## config.mk

```make
export PLATFORM = sky130hd
export DESIGN_NAME = stp_mul
export DESIGN_NICKNAME = d
export VERILOG_FILES = /design/src/hdl/stp_mul.sv
export SDC_FILE = /design/constraint.sdc
export NUM_CORES = 2
export LEC_CHECK = 0
export BUFFER_PORTS_ARGS = -buffer_cell sky130_fd_sc_hd__buf_2
export CAP_MARGIN = 5
export CORE_MARGIN = 4
export CORE_UTILIZATION = 42
export DETAILED_ROUTE_END_ITERATION = 12
export PLACE_DENSITY = 0.56
export SYNTH_ARGS = -nofsm -noshare
export SYNTH_HDL_FRONTEND = slang
export SYNTH_SLANG_ARGS = --single-unit
```

## constraint.sdc

```tcl
create_clock -name clk -period 11.5 [get_ports clk]
set_clock_uncertainty 0.05 [all_clocks]
set_input_delay 0.575 -clock clk [delete_from_list [all_inputs] [get_ports clk]]
set_output_delay 0.575 -clock clk [all_outputs]
set_load 0.03 [all_outputs]
```

## src/hdl/stp_mul.sv

```systemverilog
// Shared 32 by 32 unsigned multiplier with a registered product.
module stp_mul (
  input  logic        clk,
  input  logic [31:0] a,
  input  logic [31:0] b,
  output logic [63:0] p
);

  always_ff @(posedge clk) begin
    p <= 64'(a) * 64'(b);
  end

endmodule

```

# == Word level (Yosys, flattened, before mapping) ==
# Index checks and enable logic that the tools add are counted.
# classes
mul,1
# op_table
operator,n
multiplier 32 x 32 -> 64 bit,1
# word_totals
ff_bits,64
input_bits,65
out_inout_bits,64
elab_cells,2

# == Depth between registers and ports, before layout ==
# logic_depth
word_depth,1
ltp_mapped,29

# == Worst setup path after synthesis ==
# No wires, ideal clock.
# synth_timing
kind,in2reg
start,input a[25]
end,register p[62]
arrival_ns,7.256
setup_slack_ns,4.122
cell_stages,25
cell_sequence,clkbuf_1 nand2_1 fa_1 inv_1 fa_1 inv_1 fa_1 inv_1 fa_1 fa_1 fa_1 fa_1 inv_1 fa_1 inv_1 ha_1 buf_2 nand4_1 or4_1 or3_1 a31oi_1 a31o_2 a211oi_1 o21ai_1 xor2_1
# synth_between
elab_chain_len,1
# synth_rtl
item,line_no,source
from (decl),4,"input logic [31:0] a,"
multiplier 32 x 32 -> 64 bit,10,p <= 64'(a) * 64'(b);
to (signal assigned),10,
to (decl),6,output logic [63:0] p
# Every way passes these cells.

# == Worst setup path after layout ==
# layout_timing
start,input b[9]
end,register p[62]
# layout_between
elab_chain_len,1
# layout_rtl
item,line_no,source
from (decl),5,"input logic [31:0] b,"
multiplier 32 x 32 -> 64 bit,10,
# Every way passes these cells.

==> impl_metrics.toml <==
[sta]
maxSlewViolCount = 0
tightestPinTransition_ps = 943.6
finalHoldViolCount = 0
period_minus_slack_ps = 8384
fmax_ghz = 0.1193
maxSlewHeadroom_pct = 37.09
grt_setup_unrepaired = "false"
post-route-period-util_pct = 72.90
fin_tns_setup_ps = 0
setup_violations = 0

[job]
cap_viol_max_count = 0

[synthesis]
yosysSeqAreaShare_pct = 3.695
synth_area_per_cell_sq_um = 9.252
yosys_warnings = 0
synth_top_area_share_pct = 51.73
synthDistinctLibCells = 57
yosys-top-cells-area = "fa_1 (52%), and2_1 (11%), ha_1 (9.5%)"
synth_edf_count = 0
syn_inst = 3748
synth_ff_type = "dfxtp_1"
synth_fp_nets = 4972
syn_area_sq_mm = 0.03468
ys_seq_elements = 64
async_reset_ff_share_pct = 0
yosysTopAreaCell = "fa_1"

[detailed_routing]
wl_per_cell_um = 20.59
drc = 0
first_iter_violations = 1227
dr.pass1.iters = 5
antenna_left = 0
vias_per_cell = 5.140
routed_wl_mm = 97.80
via_count = 24420

[clocking]
root_buffer = "clkbuf_16"
postCtsSetupRepairBufs = 0
clk_pin_slew_ps = 70
cts_max_level = 3
cts_buffer_depth = 2
cts_buffers = 9
cts_tree = "built"
cts_hold_buf = 0
cts.sinks = 64
cts_resized = 0

[min_path]
hp-class = "in -> reg"

[global_routing]
grt_pass1_wl_mm = 155.9
grt_pass1_vias = 27190
antenna_found_initial = 5
gr-total-overflow = 0
grt_max_degree = 33
grt_usage_pct = 23.47

[critical_path]
critPathCaptureType = "flop"
arrival_ps = 8620
crit_type = "in -> reg"
cp.required_ps = 11730
cp-start-kind = "input pin"
path_max_fanout = 32

[floorplanning]
fp.dieW_um = 295.3
die_h_um = 295.3
num_rows = 105
start_util_pct = 42.30
ios = 129
core_sq_mm = 0.08198
die_area_sq_mm = 0.08722

[cells_and_area]
final_common_cell = "fa_1"
largest_reg_flops = 64
multi_input_area_sq_mm = 0.02931
max_flop_register = "p"
fill_cells = 8265
layout.nets = 4898
seq_area_sq_mm = 0.001281
drive_gt1_share_pct = 4.539
area_delta_synth_final_pct = 4.460
layout_common_cells = "fa_1 (896), inv_1 (865), and2_1 (602)"
largestRegisters = "p (64)"

[placed_design]
gp_congestion = 0.8785
port_buffers = 128
hpwl_mm = 77.34

[outcome]
status = "finished clean"
cell type report:
| cell class | count | share of cell area (%) |
|---|---|---|
| multi-input combinational | 2599 | 80.93 |
| inverter | 865 | 8.964 |
| tap | 1070 | 3.696 |
| sequential | 64 | 3.537 |
| timing repair buffer | 135 | 1.914 |
| clock buffer | 10 | 0.6321 |
| clock inverter | 6 | 0.3212 |
| antenna | 1 | 0.006908 |
logic make-up (layout without fill, tap and decap cells):
kind of cell | after synthesis | count (layout) | synth area share (%)
and+or+nand+nor | 1177 | 1177 | 17.62
adders and majority gates | 1159 | 1159 | 61.22
other | 0 | 1 | 0
xor gates and xnor gates | 60 | 60 | 1.515
muxes | 1 | 1 | 0.02887
buffers and inverters | 1085 | 1016 | 11.77
AOI/OAI and AO/OA | 202 | 202 | 4.153
DFF | 64 | 64 | 3.695
final timing paths:
path,from,end,slack [ps],cells past startpoint
setup / recovery,b[9],p[62]$_DFF_P_,3120,21
hold / removal,b[0],p[0]$_DFF_P_,860,2
through the flow:
| stage | std cells | setup slack (ps) | instance area [sq um] | utilization (%) | hold slack [ps] |
|---|---|---|---|---|---|
| after floorplan | 3748 | 4122 | 34680 | - | 652.3 |
| after global placement | 4733 | 2989 | 35870 | 43.76 | 962.0 |
| after detailed placement | 4733 | 2902 | 35870 | 43.76 | 959.6 |
| after CTS | 4749 | 3280 | 36220 | 44.18 | 842.4 |
| after global routing | 4749 | 2888 | 36220 | 44.18 | 865.4 |
| final | 4750 | 3116 | 36220 | 44.19 | 858.3 |
synth_stat cells, drive strengths merged (2+ instances only):
cell type,number
fa,896
inv,865
and2,602
nand2,480
ha,263
clkbuf,213
a21oi,66
dfxtp,64
a21o,40
xnor2,35
o21ai,26
xor2,25
nand4,23
nor2,20
and3,14
a31oi,12
o21bai,11
nand3,10
o21a,9
buf,7
nor3,7
o31ai,5
a221o,4
a221oi,4
a211oi,3
a21boi,3
and4,3
o221ai,3
or2,3
or3,3
or4,3
a311oi,2
and3b,2
nand2b,2
nor2b,2
o211ai,2
o221a,2
critical path: stages:
cell      delay [ps]
buf_2            620
and2_1           250
fa_1             450
fa_1             620
inv_1             80
fa_1             500
fa_1             520
inv_1             60
fa_1             660
fa_1             480
fa_1             520
fa_1             430
ha_1             420
nand4_1          120
or4_1            560
or3_1            370
a31oi_1          640
a31o_2           310
a211oi_1         110
o21ai_1          180
xor2_1           150
routing by layer:
metal	share of wire [%]	track usage (%)
met2	52	42.03
met4	4.9	9.669
met1	38	28.59
met5	0.024	0
met3	4.9	3.185
Power is not shown: default switching activity piles up to over one toggle a cycle in this logic, so the estimate is an artifact.
