### src/hdl/stp_div.sv
// Iterative restoring divider, one quotient bit per cycle.
module stp_div #(
  parameter int NW = 38,
  parameter int DW = 32
) (
  input  logic          clk,
  input  logic          rst,
  input  logic          start,
  input  logic [NW-1:0] num,
  input  logic [DW-1:0] den,
  output logic          done,
  output logic [NW-1:0] quo
);

  localparam int CW = $clog2(NW + 1);

  logic [DW-1:0] rem;
  logic [DW-1:0] dvs;
  logic [CW-1:0] cnt;
  logic          busy;
  logic [DW:0]   rem_sh;
  logic [DW:0]   diff;

  assign rem_sh = {rem, quo[NW-1]};
  assign diff   = rem_sh - {1'b0, dvs};

  always_ff @(posedge clk) begin
    if (rst) begin
      busy <= 1'b0;
      done <= 1'b0;
      cnt  <= '0;
    end else if (start) begin
      busy <= 1'b1;
      done <= 1'b0;
      cnt  <= '0;
      rem  <= '0;
      dvs  <= den;
      quo  <= num;
    end else if (busy) begin
      if (!diff[DW]) begin
        rem <= diff[DW-1:0];
        quo <= {quo[NW-2:0], 1'b1};
      end else begin
        rem <= rem_sh[DW-1:0];
        quo <= {quo[NW-2:0], 1'b0};
      end
      cnt <= cnt + 1'b1;
      if (cnt == CW'(NW - 1)) begin
        busy <= 1'b0;
        done <= 1'b1;
      end
    end
  end

endmodule

### config.mk
export PLATFORM = sky130hd
export DESIGN_NAME = stp_div
export DESIGN_NICKNAME = d
export VERILOG_FILES = /design/src/hdl/stp_div.sv
export SDC_FILE = /design/constraint.sdc
export NUM_CORES = 1
export LEC_CHECK = 0
export BUFFER_PORTS_ARGS = -buffer_cell sky130_fd_sc_hd__buf_2
export CORE_MARGIN = 1
export CORE_UTILIZATION = 45
export CTS_BUF_LIST = sky130_fd_sc_hd__clkbuf_4 sky130_fd_sc_hd__clkbuf_8 sky130_fd_sc_hd__clkbuf_16
export DETAILED_ROUTE_END_ITERATION = 10
export PLACE_DENSITY = 0.7
export SLEW_MARGIN = 20
export SYNTH_ARGS = -nofsm -noshare
export SYNTH_HDL_FRONTEND = slang
export SYNTH_SLANG_ARGS = --single-unit
export TNS_END_PERCENT = 1
### constraint.sdc
create_clock -name clk -period 6.2 [get_ports clk]
set_input_delay 0.31 -clock clk [delete_from_list [all_inputs] [get_ports clk]]
set_output_delay 0.31 -clock clk [all_outputs]
set_load 0.02 [all_outputs]
Word level (Yosys, flattened, before mapping)
Index checks and enable logic that the tools add are counted.
{"block": "classes", "add_sub_neg": 2, "n_eq_ne": 1, "n_mux": 8, "n_bitwise": 1, "reduce_logical": 5}
{"op": "$mux W38", "count": 2}
{"op": "$mux W32", "count": 2}
{"op": "$sub A33 B32 Y33", "count": 1}
{"op": "$add A6 B1 Y6 const B", "count": 1}
{"op": "$eq A6 B6 Y1 const B", "count": 1}
{"op": "$reduce_and A2 Y1", "count": 3}
{"op": "$mux W1", "count": 4}
{"op": "$reduce_bool A2 Y1", "count": 1}
{"op": "$reduce_or A2 Y1", "count": 1}
{"op": "$not A1 Y1", "count": 1}
{"block": "totals", "reg_bits": 110, "in_bits": 73, "output_inout_bits": 39, "word_cells": 23}

Logic depth before layout (Yosys ltp)
{"block": "logic_depth", "word_depth": 4, "depth_mapped": 13, "ltp_nobuf": 12}

Least setup slack after synthesis
OpenSTA, ideal clock, no wires.
{"block": "synth_path", "path_type": "input to register", "from": "input start", "to": "register quo[0], enable pin", "arrival_ns": 3.772, "required_ns": 5.702, "slack_ns": 1.930, "path_stages": 4, "cell_sequence": "clkbuf_8 -> clkbuf_1 -> nor2_1 -> nor2_1"}
{"block": "synth_via", "elab_chain_len": 2}
{"item": "from (decl)", "line_no": "8", "rtl": "input logic start,"}
{"item": "$reduce_bool A2 Y1 (no source line)"}
{"item": "$reduce_and A2 Y1 (no source line)"}
{"item": "to (signal assigned)", "line_no": "38", "rtl": "quo <= num;"}
{"item": "to (signal assigned)", "line_no": "42", "rtl": "quo <= {quo[NW-2:0], 1'b1};"}
{"item": "to (signal assigned)", "line_no": "45", "rtl": "quo <= {quo[NW-2:0], 1'b0};"}
{"item": "to (decl)", "line_no": "12", "rtl": "output logic [NW-1:0] quo"}
Every way passes these cells.
A chain may end at the register's enable or synchronous reset.

Worst setup path in the final report
{"block": "layout_path", "from": "register quo[37]", "to": "register rem[19] (data pin)"}
{"block": "layout_via", "elab_chain_len": 3}
{"item": "$sub A33 B32 Y33", "line_no": "25", "rtl": "assign diff = rem_sh - {1'b0, dvs};"}
{"item": "$mux W32", "line_no": "40", "rtl": "if (!diff[DW]) begin"}
{"item": "$mux W32", "line_no": "39", "rtl": "end else if (busy) begin"}
{"item": "to (signal assigned)", "line_no": "41", "rtl": "rem <= diff[DW-1:0];"}
{"item": "to (signal assigned)", "line_no": "44", "rtl": "rem <= rem_sh[DW-1:0];"}
{"item": "to (decl)", "line_no": "17", "rtl": "logic [DW-1:0] rem;"}
Every way passes these cells. The select of a mux whose other input is x is not followed.

==> flow_summary.toml <==
[run_status]
status = "finished, final reports clean"

[critical_path]
critical_path.max_stage_delay_ns = 0.57
end_kind = "flip-flop"
cp-start-kind = "flip-flop"
worst-path-max-fanout = 34
path_class = "reg -> reg"
r2r_slack_ns = 2.76
crit_required_ns = 6.26
crit_slowest_cell = "nor2_8"
cp.arrival_ns = 3.51
path_cells = "inv_1 > ha_1 > fa_1 > nand2b_1 > a21oi_1 > o211ai_1 > nand3_1 > a21o_1 > o41ai_4 > nor2_8 > mux2i_1 > nor2_1"

[power]
peakVddDrop_mv = 0.2228
powerDensity_nw_per_um2 = 288.4
power.leakage_nw = 3.010

[cells_and_area]
layout_common_cells = "111 x buf_2, 102 x edfxtp_1, 44 x nor2_1, 38 x inv_1, 37 x mux2_2"
layout_commonest_cell = "buf_2"
nets = 741
drive_above_1_share_pct = 29.78
diodes = 0
area_delta_synth_final_pct = 16.03

[floorplanning]
core-area_um2 = 13400
io_pins = 112
initial_core_util_pct = 46.72
dieHeight_um = 120.0
die_w_um = 120.0
rows = 42
die-area_um2 = 14390

[sta]
relSlewSlack_pct = 34.90
rsz0062_at_grt = "no"
timing.final.crit_share_pct = 55.55
hold_violations = 0
finalCriticalPeriod_ns = 3.444
setup_violations = 0
skew_ns = 0.008893
max_freq_mhz = 290.3
setup_tns_ns = 0
layout_setup_ws_ns = 2.756
slew_violations = 0
worst_pin_slew_ns = 0.9742

[clock_tree]
cts.clk_slew.worst_paths_ns = 0.07
cts_resized = 0
numCtsBuffers = 9
root_buffer = "clkbuf_16"
cts_buffer_depth = 2
cts_max_level = 3
insertion_delay_ns = 0.35
cts_hold_buf = 0
cts_tree = "yes"
cts_sinks = 110
cts_setup_buffers = 0

[logic_synthesis]
ys.flop_type = "edfxtp_1"
synth-edff-count = 102
yosysSeqAreaShare_pct = 51.48
synth_area_per_cell_um2 = 11.90
syn-num-nets = 634
synthArstFlopShare_pct = 0
yosys_warnings = 0
synth_cells = 526
syn_area_um2 = 6261
synth_seq_cells = 110
synth.distinct_cells = 65

[place]
port_buffers = 111
pre_cts_ws_ns = 2.782
globalplace.congestion = 0.9317
post-dp-hpwl_um = 9658

[drt]
ant_nets = 0
wirelength_um = 13330
vias_per_cell = 5.495
wire_per_inst_um = 16.38
drcViolationCount = 0
drt-pass1-iter-count = 5
vias = 4473
drt-initial-drc-count = 281

[global_route]
grt_start_max_net_pins = 73
antenna_found_initial = 0
grtUsageTotal_pct = 19.61
grt_pass1_vias = 4492
overflow = 0
grt_pass1_wl_um = 22100

[run]
cap_violations = 0

[hold_path]
holdCritPathClass = "in -> reg"
per-layer routing:
layer / vias up / wire (um) / global-route usage (%) / share of wire [%]
met3: 22 / 890 / 5.466 / 6.7
met2: 158 / 6344 / 31.86 / 48
met5: - / 0 / 0 / 0
met4: 0 / 248 / 6.641 / 1.9
li1: 2158 / - / - / -
met1: 2135 / 5850 / 25.05 / 44
synthesized netlist by cell type (3+ instances only):
| cell type | count | area share [%] |
|---|---|---|
| mux2i_1 | 19 | 3.0 |
| inv_1 | 38 | 2.3 |
| a211oi_1 | 4 | 0.48 |
| nand4_1 | 7 | 0.70 |
| and3_1 | 4 | 0.40 |
| a31oi_1 | 4 | 0.40 |
| nand3_1 | 6 | 0.48 |
| xor2_1 | 12 | 1.7 |
| a21oi_1 | 31 | 2.5 |
| o211ai_1 | 3 | 0.36 |
| a21o_1 | 14 | 1.7 |
| nand2b_1 | 6 | 0.60 |
| or2_2 | 3 | 0.30 |
| nor3_1 | 9 | 0.72 |
| edfxtp_1 | 102 | 49 |
| a211oi_2 | 3 | 0.60 |
| o21ai_0 | 16 | 1.3 |
| or3_1 | 3 | 0.30 |
| dfxtp_1 | 8 | 2.6 |
| nand2_1 | 26 | 1.6 |
| mux2_2 | 37 | 6.7 |
| xnor2_1 | 22 | 3.1 |
| ha_1 | 34 | 6.8 |
| o21bai_1 | 4 | 0.48 |
| clkbuf_1 | 13 | 0.78 |
| buf_6 | 3 | 0.54 |
| nor2_1 | 46 | 2.8 |
worst paths after layout:
check                         start                     to  cells after the start
setup / recovery  quo[37]$_DFFE_PP_  rem[19]$_SDFFCE_PP0P_                     12
hold / removal              den[10]      dvs[10]$_DFFE_PP_                      1
setup reg to reg  quo[37]$_DFFE_PP_  rem[19]$_SDFFCE_PP0P_                     12
hold reg to reg   done$_SDFFE_PP0P_      done$_SDFFE_PP0P_                      2
kinds of logic after synthesis:
family	after synthesis	share of synthesized area (%)
multiplexers	58	10.05
AND/OR/NAND/NOR	121	9.413
AO/OA/AOI/OAI	112	13.25
buffers and inverters	56	3.937
XOR/XNOR	34	4.756
flip-flops	110	51.48
adder cells (fa/ha/maj)	35	7.114
critical path, delay by kind of cell (launching register included):
| family | cells | cell delay, ns |
|---|---|---|
| buffers and inverters | 1 | 0.06 |
| muxes | 1 | 0.26 |
| DFF | 1 | 0.34 |
| and+or+nand+nor | 4 | 0.98 |
| adders and majority gates | 2 | 0.63 |
| AOI/OAI and AO/OA | 4 | 0.86 |
flip-flops by register name (all words and copies together), names as in the netlist:
register,count
quo,38
dvs,32
rem,32
cnt,6
busy,1
done,1
cell type report:
class	count	area, um^2
inverters	38	142.6
clock buffers	11	240.2
well taps	176	220.2
clock inverters	5	58.81
repair buffers	114	578.1
fillers	1180	6136
flip-flops and latches	110	3223
multi-input cells	360	2801
through the flow:
stage	power [mW]	instances	hold WS (ns)	cell area (um^2)	utilization, %
after global placement	1.492	798	0.4556	6965	51.98
final	2.095	814	0.1236	7264	54.21
after CTS	2.105	814	0.1099	7264	54.21
after detailed placement	1.510	798	0.4881	6965	51.98
after floorplan	1.388	526	0.3821	6261	-
after global routing	2.193	814	0.1153	7264	54.21
where the power goes:
group	internal, mW	switching (mW)	total [mW]	leakage (nW)
Combinational	0.247	0.332	0.579	1.82
Clock	0.325	0.271	0.596	0.145
Sequential	0.888	0.0317	0.920	1.04
Power figures use the tool's default switching activity.
